===== src/rtl/tclr_pkg.sv =====
// Shared types and constants for the console line ring.
// Used by tclr_cfg, tclr_ctrl, tclr_dp and text_console_line_ring.
`timescale 1ns / 1ps
package tclr_pkg;

    localparam int unsigned IN_TDATA_W  = 24;
    localparam int unsigned OUT_TDATA_W = 32;
    localparam int unsigned REQ_W       = 2;
    localparam int unsigned KIND_W      = 2;
    localparam int unsigned LINE_W      = 5;
    localparam int unsigned COL_W       = 7;
    localparam int unsigned Y_W         = 12;
    localparam int unsigned CHAR_W      = 8;
    localparam int unsigned APB_AW      = 4;
    localparam int unsigned APB_DW      = 32;

    // request codes
    localparam logic [REQ_W-1:0] REQ_BYTE  = 2'd0;
    localparam logic [REQ_W-1:0] REQ_CLEAR = 2'd1;
    localparam logic [REQ_W-1:0] REQ_READ  = 2'd2;

    // register indexes
    localparam logic [1:0] REG_GLYPH = 2'd0;
    localparam logic [1:0] REG_GAP   = 2'd1;
    localparam logic [1:0] REG_TOP   = 2'd2;

    localparam logic [6:0] GLYPH_RST = 7'd14;
    localparam logic [5:0] GAP_RST   = 6'd5;
    localparam logic [7:0] TOP_RST   = 8'd5;

    localparam logic [CHAR_W-1:0] CHR_SPACE = 8'h20;
    localparam logic [CHAR_W-1:0] CHR_BS    = 8'h08;
    localparam logic [CHAR_W-1:0] CHR_LF    = 8'h0A;

    typedef enum logic [KIND_W-1:0] {
        KIND_DONE = 2'd0,
        KIND_CLS  = 2'd1,
        KIND_DRAW = 2'd2,
        KIND_READ = 2'd3
    } kind_t;

    typedef struct packed {
        logic [6:0] glyph_height;
        logic [5:0] line_gap;
        logic [7:0] top_margin;
    } cfg_t;

    typedef struct packed {
        logic  take_item;
        logic  sweep_init;
        logic  sweep_mem;
        logic  sweep_rows;
        logic  put_char;
        logic  back_space;
        logic  line_done;
        logic  ring_reset;
        logic  redraw_init;
        logic  read_issue;
        logic  draw_step;
        logic  emit;
        logic  emit_last;
        kind_t emit_kind;
    } cmd_t;

    typedef struct packed {
        logic [REQ_W-1:0] req;
        logic             is_print;
        logic             is_lf;
        logic             is_bs;
        logic             mem_swept;
        logic             rows_swept;
        logic             need_clear;
        logic             draw_any;
        logic             draw_last;
        logic             out_free;
    } sts_t;

endpackage


===== src/rtl/tclr_cfg.sv =====
// APB register block: glyph height, line gap and top margin.
// Depends on tclr_pkg.
`timescale 1ns / 1ps
module tclr_cfg (
    input  logic                          aclk,
    input  logic                          aresetn,
    input  logic                          psel,
    input  logic                          penable,
    input  logic                          pwrite,
    input  logic [tclr_pkg::APB_AW-1:0]   paddr,
    input  logic [tclr_pkg::APB_DW-1:0]   pwdata,
    output logic [tclr_pkg::APB_DW-1:0]   prdata,
    output logic                          pready,
    output tclr_pkg::cfg_t                cfg
);
    import tclr_pkg::*;

    logic [6:0] glyph_reg;
    logic [5:0] gap_reg;
    logic [7:0] top_reg;
    logic       wr;
    logic [1:0] idx;

    assign pready = 1'b1;
    assign wr     = psel && penable && pwrite;
    assign idx    = paddr[APB_AW-1:2];

    always_ff @(posedge aclk) begin
        if (!aresetn) begin
            glyph_reg <= GLYPH_RST;
            gap_reg   <= GAP_RST;
            top_reg   <= TOP_RST;
        end else if (wr) begin
            unique case (idx)
                REG_GLYPH: glyph_reg <= pwdata[6:0];
                REG_GAP:   gap_reg   <= pwdata[5:0];
                REG_TOP:   top_reg   <= pwdata[7:0];
                default: ;
            endcase
        end
    end

    always_comb begin
        unique case (idx)
            REG_GLYPH: prdata = {25'd0, glyph_reg};
            REG_GAP:   prdata = {26'd0, gap_reg};
            REG_TOP:   prdata = {24'd0, top_reg};
            default:   prdata = '0;
        endcase
    end

    assign cfg.glyph_height = glyph_reg;
    assign cfg.line_gap     = gap_reg;
    assign cfg.top_margin   = top_reg;

endmodule


===== config.mk =====
export PLATFORM = sky130hd
export DESIGN_NAME = tclr_cfg
export DESIGN_NICKNAME = d
export VERILOG_FILES = /design/src/rtl/tclr_pkg.sv /design/src/rtl/tclr_cfg.sv
export SDC_FILE = /design/constraint.sdc
export NUM_CORES = 1
export LEC_CHECK = 0
export BUFFER_PORTS_ARGS = -buffer_cell sky130_fd_sc_hd__buf_2
export CAP_MARGIN = 20
export CORE_ASPECT_RATIO = 1.2
export CORE_MARGIN = 2
export CORE_UTILIZATION = 43
export CTS_BUF_LIST = sky130_fd_sc_hd__clkbuf_4
export DETAILED_ROUTE_END_ITERATION = 8
export HOLD_SLACK_MARGIN = 0.08
export MAX_ROUTING_LAYER = met4
export PLACE_DENSITY = 0.84
export SKIP_CTS_REPAIR_TIMING = 1
export SYNTH_ARGS = -nofsm -noshare
export SYNTH_HDL_FRONTEND = slang
export SYNTH_SLANG_ARGS = --single-unit

===== constraint.sdc =====
create_clock -name aclk -period 1.95 [get_ports aclk]
set_input_delay 0.195 -clock aclk [delete_from_list [all_inputs] [get_ports aclk]]
set_output_delay 0.195 -clock aclk [all_outputs]
set_load 0.02 [all_outputs]

==> results.toml <==
[power]
pwr-share-seq = 0.557
p_per_area_nw_per_um2 = 567
power_leakage_nw = 0.642
p_total_mw = 0.787
pwr-share-comb = 0.185
p_switching_mw = 0.234
ir_drop_mv = 0.280
p_sw_frac = 0.298
clockPowerShare = 0.258
p_int_mw = 0.553

[die]
rows = 21
num_io_pins = 95
start_util = 0.440
dieArea_um2 = 3240
die_w_um = 52.3
fp.dieH_um = 62.0
coreArea_um2 = 2730

[synthesis]
synthXorXnorAreaFrac = 0
synth_top_family_by_area = "multiplexers"
yosys_warnings = 0
ys_seq_area_frac = 0.349
synth_mux_area_frac = 0.233
synth_fa_ha_area_frac = 0
synth-simple-area-share = 0.202
synth_cells = 133
synth-seq-cells = 21
avgSynthCellArea_um2 = 9.05
synth_compound_area_frac = 0.0249
yosysUniqueCellTypes = 16
netlist_area_um2 = 1200

[route]
wire_per_inst_um = 11.1
num_vias = 949
wirelength_um = 2330
drtIter0Drc = 19
ant_nets = 0
drt_first_pass_iters = 4
drcViolationCount = 0
via_per_inst = 4.52

[timing]
final_hold_viol_count = 0
timing.hold.ws_ps = 133
fin_tns_setup_ps = 0
fin_crit_sh = 0.708
worst_slew_pin_slew_ps = 521
post-route-min-period_ps = 1380
worst_slew_margin_rel = 0.652
setup_violations = 0
max_freq_mhz = 725
fin_ws_ps = 570
grt_setup_unrepaired = "no"
fin_worst_skew_ps = 0
maxSlewViolCount = 0

[flow_run]
cap_viol_max_count = 0

[cts]
clockBufferDepth = 2
clkSlewWorstSetupHoldPaths_ps = 110
clock-root-buffer = "clkbuf_4"
cts_tree = "done"
cts_buffers = 3
cts_sinks = 21
clk_latency_ps = 300
htreeDepth = 1

[worst_setup_path]
start_kind = "input port"
worst_ep_required_time_ps = 1750
critical_path_arrival_ps = 1180
worstPathMaxFanout = 12
crit_path_end_kind = "output port"
worst-setup-path-type = "in -> out"

[final_layout]
n_antenna_cell = 0
synthToLayoutAreaGrowth_pct = 15.3
largest_reg_flops = 8
final_nets = 218
final_area_um2 = 1390
drive_above_1_share = 0.318
post-route-util = 0.508
finalNonFillerCells = 210

[placed_design]
dp_cells = 206
dp_slack_ps = 559
hpwl_um = 1780
portBuffers = 43
gp_congestion = 0.696
place_area_um2 = 1360

[global_routing]
grt_pass1_wl_um = 3300
overflow = 0
grt_pass1_vias = 739
antenna_found_initial = 0
grt.total_usage = 0.143
grt_max_degree = 33

[min_path]
min_path_type = "in -> reg"

[run_status]
outcome = "finished, final reports clean"
synth_stat cells:
library cell	n	area share
nor3b_4	1	0.016
o21ai_0	6	0.025
clkbuf_2	1	0.0042
nand2_1	27	0.084
nor2b_1	12	0.062
nor3b_1	1	0.0062
buf_6	1	0.0094
dfxtp_1	21	0.35
clkbuf_1	3	0.0094
conb_1	2	0.0062
nor2_1	1	0.0031
nand3_2	1	0.0083
nor3_4	1	0.014
mux2i_1	28	0.23
buf_4	26	0.16
and3b_2	1	0.0083
metal layers:
metal / up-vias / track usage / part of all wire
met5: - / - / 0
met4: 0 / 0.0769 / 0.018
met3: 4 / 0.00718 / 0.072
met2: 47 / 0.248 / 0.47
met1: 428 / 0.166 / 0.43
li1: 470 / - / -
cell type report:
cell class | count | area (um2)
fill | 277 | 1350
multi-input combinational | 104 | 652
sequential | 21 | 420
timing repair buffer | 47 | 245
tap | 34 | 42.5
clock buffer | 3 | 22.5
clock inverter | 1 | 5.00
layout by cell type (no fill, tap or decap):
| cell type | synthesis | routed |
|---|---|---|
| nor3b_4 | 1 | 1 |
| nor2_1 | 1 | 1 |
| and3b_2 | 1 | 1 |
| o21ai_0 | 6 | 6 |
| buf_2 | 0 | 43 |
| clkbuf_4 | 0 | 3 |
| nor3_4 | 1 | 1 |
| nor3b_2 | 0 | 1 |
| mux2i_1 | 28 | 28 |
| buf_4 | 26 | 4 |
| dfxtp_1 | 21 | 21 |
| nand3_2 | 1 | 1 |
| nand2_1 | 27 | 27 |
| nor2b_1 | 12 | 12 |
| conb_1 | 2 | 25 |
| clkinv_2 | 0 | 1 |
logic make-up after synthesis:
| logic type | after synthesis |
|---|---|
| flops | 21 |
| compound gates | 6 |
| buf+inv | 31 |
| simple gates | 45 |
| other cells | 2 |
| mux | 28 |
worst max-delay path: stages:
cell and delay, ps:
buf_2 230, nor2b_1 260, buf_4 180, nand2_1 50, o21ai_0 70, buf_2 190
power groups by stage:
stage	Sequential (mW)	Combinational, mW	Clock (mW)
global placement	0.448	0.144	0
floorplan	0.455	0.138	0
finish	0.439	0.146	0.203
CTS	0.439	0.146	0.210
detailed placement	0.448	0.146	0
global route	0.440	0.159	0.228
path summary, 6_finish.rpt:
check | start | endpoint | slack [ps] | cells past startpoint
max | paddr[2] | prdata[0] | 570 | 6
min reg2reg | glyph_reg[6]$_SDFFE_PN0P_ | glyph_reg[6]$_SDFFE_PN0P_ | 480 | 2
min | pwdata[7] | top_reg[7]$_SDFFE_PN0P_ | 130 | 3
max reg2reg | gap_reg[5]$_SDFFE_PN0P_ | gap_reg[5]$_SDFFE_PN0P_ | 1300 | 2
No activity file was read; power rests on OpenSTA's default activity.
