--- src/rtl/tclr_pkg.sv ---
// Shared types and constants for the console line ring.
// Used by tclr_cfg, tclr_ctrl, tclr_dp and text_console_line_ring.
`timescale 1ns / 1ps
package tclr_pkg;

    localparam int unsigned IN_TDATA_W  = 24;
    localparam int unsigned OUT_TDATA_W = 32;
    localparam int unsigned REQ_W       = 2;
    localparam int unsigned KIND_W      = 2;
    localparam int unsigned LINE_W      = 5;
    localparam int unsigned COL_W       = 7;
    localparam int unsigned Y_W         = 12;
    localparam int unsigned CHAR_W      = 8;
    localparam int unsigned APB_AW      = 4;
    localparam int unsigned APB_DW      = 32;

    // request codes
    localparam logic [REQ_W-1:0] REQ_BYTE  = 2'd0;
    localparam logic [REQ_W-1:0] REQ_CLEAR = 2'd1;
    localparam logic [REQ_W-1:0] REQ_READ  = 2'd2;

    // register indexes
    localparam logic [1:0] REG_GLYPH = 2'd0;
    localparam logic [1:0] REG_GAP   = 2'd1;
    localparam logic [1:0] REG_TOP   = 2'd2;

    localparam logic [6:0] GLYPH_RST = 7'd14;
    localparam logic [5:0] GAP_RST   = 6'd5;
    localparam logic [7:0] TOP_RST   = 8'd5;

    localparam logic [CHAR_W-1:0] CHR_SPACE = 8'h20;
    localparam logic [CHAR_W-1:0] CHR_BS    = 8'h08;
    localparam logic [CHAR_W-1:0] CHR_LF    = 8'h0A;

    typedef enum logic [KIND_W-1:0] {
        KIND_DONE = 2'd0,
        KIND_CLS  = 2'd1,
        KIND_DRAW = 2'd2,
        KIND_READ = 2'd3
    } kind_t;

    typedef struct packed {
        logic [6:0] glyph_height;
        logic [5:0] line_gap;
        logic [7:0] top_margin;
    } cfg_t;

    typedef struct packed {
        logic  take_item;
        logic  sweep_init;
        logic  sweep_mem;
        logic  sweep_rows;
        logic  put_char;
        logic  back_space;
        logic  line_done;
        logic  ring_reset;
        logic  redraw_init;
        logic  read_issue;
        logic  draw_step;
        logic  emit;
        logic  emit_last;
        kind_t emit_kind;
    } cmd_t;

    typedef struct packed {
        logic [REQ_W-1:0] req;
        logic             is_print;
        logic             is_lf;
        logic             is_bs;
        logic             mem_swept;
        logic             rows_swept;
        logic             need_clear;
        logic             draw_any;
        logic             draw_last;
        logic             out_free;
    } sts_t;

endpackage

--- src/rtl/tclr_ctrl.sv ---
// Sequencer for the console line ring: decodes each transfer and steps the datapath.
// Depends on tclr_pkg; drives tclr_dp through cmd_t and reads sts_t.
`timescale 1ns / 1ps
module tclr_ctrl (
    input  logic           aclk,
    input  logic           aresetn,
    input  logic           s_axis_tvalid,
    output logic           s_axis_tready,
    input  tclr_pkg::sts_t sts,
    output tclr_pkg::cmd_t cmd
);
    import tclr_pkg::*;

    typedef enum logic [3:0] {
        S_MEM_CLR,
        S_IDLE,
        S_EXEC,
        S_DONE,
        S_ROW_CLR,
        S_CLS_LAST,
        S_READ,
        S_DRAW_INIT,
        S_DRAW_CLS,
        S_DRAW
    } state_t;

    state_t state_reg, state_next;

    always_ff @(posedge aclk) begin
        if (!aresetn) begin
            state_reg <= S_MEM_CLR;
        end else begin
            state_reg <= state_next;
        end
    end

    assign s_axis_tready = (state_reg == S_IDLE);

    always_comb begin
        cmd        = '0;
        state_next = state_reg;
        unique case (state_reg)
            S_MEM_CLR: begin
                cmd.sweep_mem = 1'b1;
                if (sts.mem_swept) state_next = S_IDLE;
            end
            S_IDLE: begin
                if (s_axis_tvalid) begin
                    cmd.take_item = 1'b1;
                    state_next    = S_EXEC;
                end
            end
            S_EXEC: begin
                unique case (sts.req)
                    REQ_BYTE: begin
                        priority if (sts.is_print) begin
                            cmd.put_char = 1'b1;
                            state_next   = S_DONE;
                        end else if (sts.is_lf) begin
                            cmd.line_done = 1'b1;
                            state_next    = S_DRAW_INIT;
                        end else if (sts.is_bs) begin
                            cmd.back_space = 1'b1;
                            state_next     = S_DONE;
                        end else begin
                            state_next = S_DONE;
                        end
                    end
                    REQ_CLEAR: begin
                        cmd.ring_reset = 1'b1;
                        cmd.sweep_init = 1'b1;
                        state_next     = S_ROW_CLR;
                    end
                    REQ_READ: begin
                        cmd.read_issue = 1'b1;
                        state_next     = S_READ;
                    end
                    default: state_next = S_DONE;
                endcase
            end
            S_DONE: begin
                if (sts.out_free) begin
                    cmd.emit      = 1'b1;
                    cmd.emit_kind = KIND_DONE;
                    cmd.emit_last = 1'b1;
                    state_next    = S_IDLE;
                end
            end
            S_ROW_CLR: begin
                cmd.sweep_rows = 1'b1;
                if (sts.rows_swept) state_next = S_CLS_LAST;
            end
            S_CLS_LAST: begin
                if (sts.out_free) begin
                    cmd.emit      = 1'b1;
                    cmd.emit_kind = KIND_CLS;
                    cmd.emit_last = 1'b1;
                    state_next    = S_IDLE;
                end
            end
            S_READ: begin
                if (sts.out_free) begin
                    cmd.emit      = 1'b1;
                    cmd.emit_kind = KIND_READ;
                    cmd.emit_last = 1'b1;
                    state_next    = S_IDLE;
                end
            end
            S_DRAW_INIT: begin
                cmd.redraw_init = 1'b1;
                state_next      = sts.need_clear ? S_DRAW_CLS : S_DRAW;
            end
            S_DRAW_CLS: begin
                if (sts.out_free) begin
                    cmd.emit      = 1'b1;
                    cmd.emit_kind = KIND_CLS;
                    state_next    = S_DRAW;
                end
            end
            S_DRAW: begin
                priority if (!sts.draw_any) begin
                    state_next = S_DONE;
                end else if (sts.out_free) begin
                    cmd.emit      = 1'b1;
                    cmd.emit_kind = KIND_DRAW;
                    cmd.emit_last = sts.draw_last;
                    cmd.draw_step = 1'b1;
                    if (sts.draw_last) state_next = S_IDLE;
                end
            end
            default: state_next = S_IDLE;
        endcase
    end

endmodule

--- config.mk ---
export PLATFORM = sky130hd
export DESIGN_NAME = tclr_ctrl
export DESIGN_NICKNAME = d
export VERILOG_FILES = /design/src/rtl/tclr_pkg.sv /design/src/rtl/tclr_ctrl.sv
export SDC_FILE = /design/constraint.sdc
export NUM_CORES = 1
export LEC_CHECK = 0
export ABC_AREA = 1
export BUFFER_PORTS_ARGS = -buffer_cell sky130_fd_sc_hd__buf_2
export CORE_MARGIN = 3
export CORE_UTILIZATION = 35
export DETAILED_ROUTE_END_ITERATION = 10
export GPL_ROUTABILITY_DRIVEN = 0
export HOLD_SLACK_MARGIN = 0.08
export PLACE_DENSITY = 0.6
export SETUP_SLACK_MARGIN = 0.15
export SYNTH_ARGS = -nofsm -noshare
export SYNTH_HDL_FRONTEND = slang
export SYNTH_SLANG_ARGS = --single-unit
--- constraint.sdc ---
create_clock -name aclk -period 1.3 [get_ports aclk]
set_input_delay 0.065 -clock aclk [delete_from_list [all_inputs] [get_ports aclk]]
set_output_delay 0.065 -clock aclk [all_outputs]
set_load 0.02 [all_outputs]
==> results.cfg <==
[status]
status = complete, but fails checks
violations = setup timing

[critical_path]
path_cells = inv_4 -> nand2_4 -> nand2_4 -> nand2_4 -> nand2_4 -> a31oi_1 -> nor2_1 -> buf_4
crit_required_ps = 1240
critPathCaptureType = output port
max_stage_delay_ps = 430
crit_family = flip-flops
cpMostUsedCell = nand2_4
worst-path-buf-inv = 2
crit_path_max_fanout = 5
crit_arrival_ps = 1460
start_kind = register
critPathSlowestCell = dfxtp_4
critPathKind = register to output port

[floorplanning]
die_area_um2 = 2220
floorplan.initialDensity_pct = 38.4
core-area_um2 = 1540
ios = 30
fp.dieW_um = 47.1
rows = 14
die_y_um = 47.1

[yosys]
yosys_warnings = 0
avgSynthCellArea_um2 = 5.38
async_reset_ff_share_pct = 0
seq_area_frac_synth_pct = 13.5
syn-num-nets = 128
synth-main-ff-cell = dfxtp_1
synth-edff-count = 0
ys_seq_elements = 4
syn_inst = 110
netlist_area_um2 = 592
yosys.cell_types.count = 20

[placed_design]
port_buffers = 29
dpl.hpwl_um = 1390
postPlaceCellArea_um2 = 835

[timing]
clock.fmax_mhz = 655
fin_crit_sh_pct = 117
relSlewSlack_pct = 81.1
fin_ws_ps = -226
tightest_slew_ps = 283
finalSetupViolCount = 16
fin_skew_ps = 3.92
finalMaxSlewViolations = 0
fin_crit_ps = 1530
rsz0062_at_grt = true
finalHoldViolations = 0

[detailed_routing]
post-route-drc-count = 0
dr.pass1.iters = 5
num_vias = 959
routed_via_density = 5.27
antenna_left = 0
drtIter0Drc = 22
wl_um = 2650
wl_per_cell_um = 14.6

[grt]
met1_usage_pct = 27.0
grt_util_met3_pct = 1.53
busiest_layer = met2
grt_util_all_layers_pct = 20.8
met2_usage_pct = 34.7
grt_max_degree = 9
gr-total-overflow = 0
grt_pass1_vias = 785
grt_pass1_wl_um = 3340
antenna_found_initial = 0

[clock_tree]
clock_latency_ps = 240
cts_tree = done
clkTransAtPathRegs_ps = 40
clockRootBuffer = clkbuf_4
clkSinkCount = 4
cts_max_path_buffers = 2
cts_made_buffers = 3
htreeDepth = 1

[cells_and_area]
final_common_cell = buf_4
final_nets = 186
areaGrowthSynthToFinish_pct = 119
seq_area_um2 = 95.1
mostFrequentLayoutCells = buf_4, nand2_1, buf_6, nor2_1, buf_2
multi_input_area_um2 = 626
largest_reg_flops = 4
fillerInstances = 92
drive_above_1_share_pct = 62.7
n_antenna_cell = 0
finish.instance_area_um2 = 1300

[pwr]
power_density_nw_per_um2 = 1840
p_leak_nw = 0.680
fin_total_pwr_mw = 2.38
peakVddDrop_mv = 1.39

[hold_path]
min_path_type = input pin to register

[run]
cap_violations = 0
## synth_stat cells, types with 2 or more instances
| library cell | number | area (µm²) |
|---|---|---|
| ha_1 | 4 | 50.1 |
| nand2_2 | 5 | 31.3 |
| a21oi_1 | 4 | 20.0 |
| dfxtp_1 | 4 | 80.1 |
| nand3_1 | 9 | 45.0 |
| nor2_2 | 2 | 12.5 |
| nand2_1 | 26 | 97.6 |
| inv_1 | 16 | 60.1 |
| nor2_1 | 26 | 97.6 |
| inv_2 | 4 | 15.0 |
## worst min-delay path, stage by stage
cell     delay [ps]
buf_2            90
nor2_1           50
nor2_1           80
nand3_1          80
nor2_1           80
nor2_1           40
## path summary, 6_finish.rpt
check | start | endpoint | slack, ps | cells after the start
min reg2reg | state_reg[2] | state_reg[2] | 720 | 5
min | sts[3] | state_reg[0] | 280 | 6
max | state_reg[0] | cmd[2] | -230 | 8
max reg2reg | state_reg[0] | state_reg[0] | -100 | 9
## what timing repair did
| action | 4_1_cts | 5_1_grt |
|---|---|---|
| cloned | 0 | 0 |
| pin swaps | 9 | 10 |
| setup buffers | 12 | 7 |
| hold endpoints to repair | 3 | 0 |
| hold buffers | 1 | 0 |
| resized for setup | 49 | 37 |
| endpoints found under the setup margin | 19 | 20 |
## power breakdown
part	total, mW	switching (mW)	internal, mW
logic	1.90	1.01	0.883
registers	0.326	0.135	0.192
clock network	0.161	0.0570	0.104
## per-layer routing
metal	wire, µm	vias up	part of all wire (%)
met2	1360	47	51
met1	1020	443	38
met4	94	0	3.5
li1	-	457	-
met5	0	-	0
met3	179	12	6.8
## through the flow
| stage | util [%] | setup slack (ps) | instances | TNS (ps) | hold WS, ps |
|---|---|---|---|---|---|
| 2_1_floorplan | - | 139 | 110 | 0 | 178 |
| 3_3_place_gp | 54.1 | -13.2 | 159 | -22.8 | 324 |
| 3_5_place_dp | 54.1 | -4.44 | 159 | -4.92 | 329 |
| 4_1_cts | 71.9 | -51.3 | 175 | -304 | 259 |
| 5_1_grt | 84.2 | -250 | 182 | -2400 | 350 |
| 6_report | 84.2 | -226 | 182 | -1470 | 282 |
## cell families (layout without fill, tap and decap cells)
logic type	Yosys count	after routing	synth area share (%)
buffers and inverters	21	77	14.0
AOI/OAI and AO/OA	7	7	6.77
DFF	4	4	13.5
adders and majority gates	4	4	8.46
and+or+nand+nor	74	74	57.3
## area by class of cell
type | count | area share [%]
inverter | 20 | 7.33
timing repair buffer | 54 | 33.8
sequential | 4 | 7.33
tap | 16 | 1.54
clock buffer | 3 | 1.74
multi-input combinational | 85 | 48.2
Note: power is estimated with default switching activity, not from simulation.
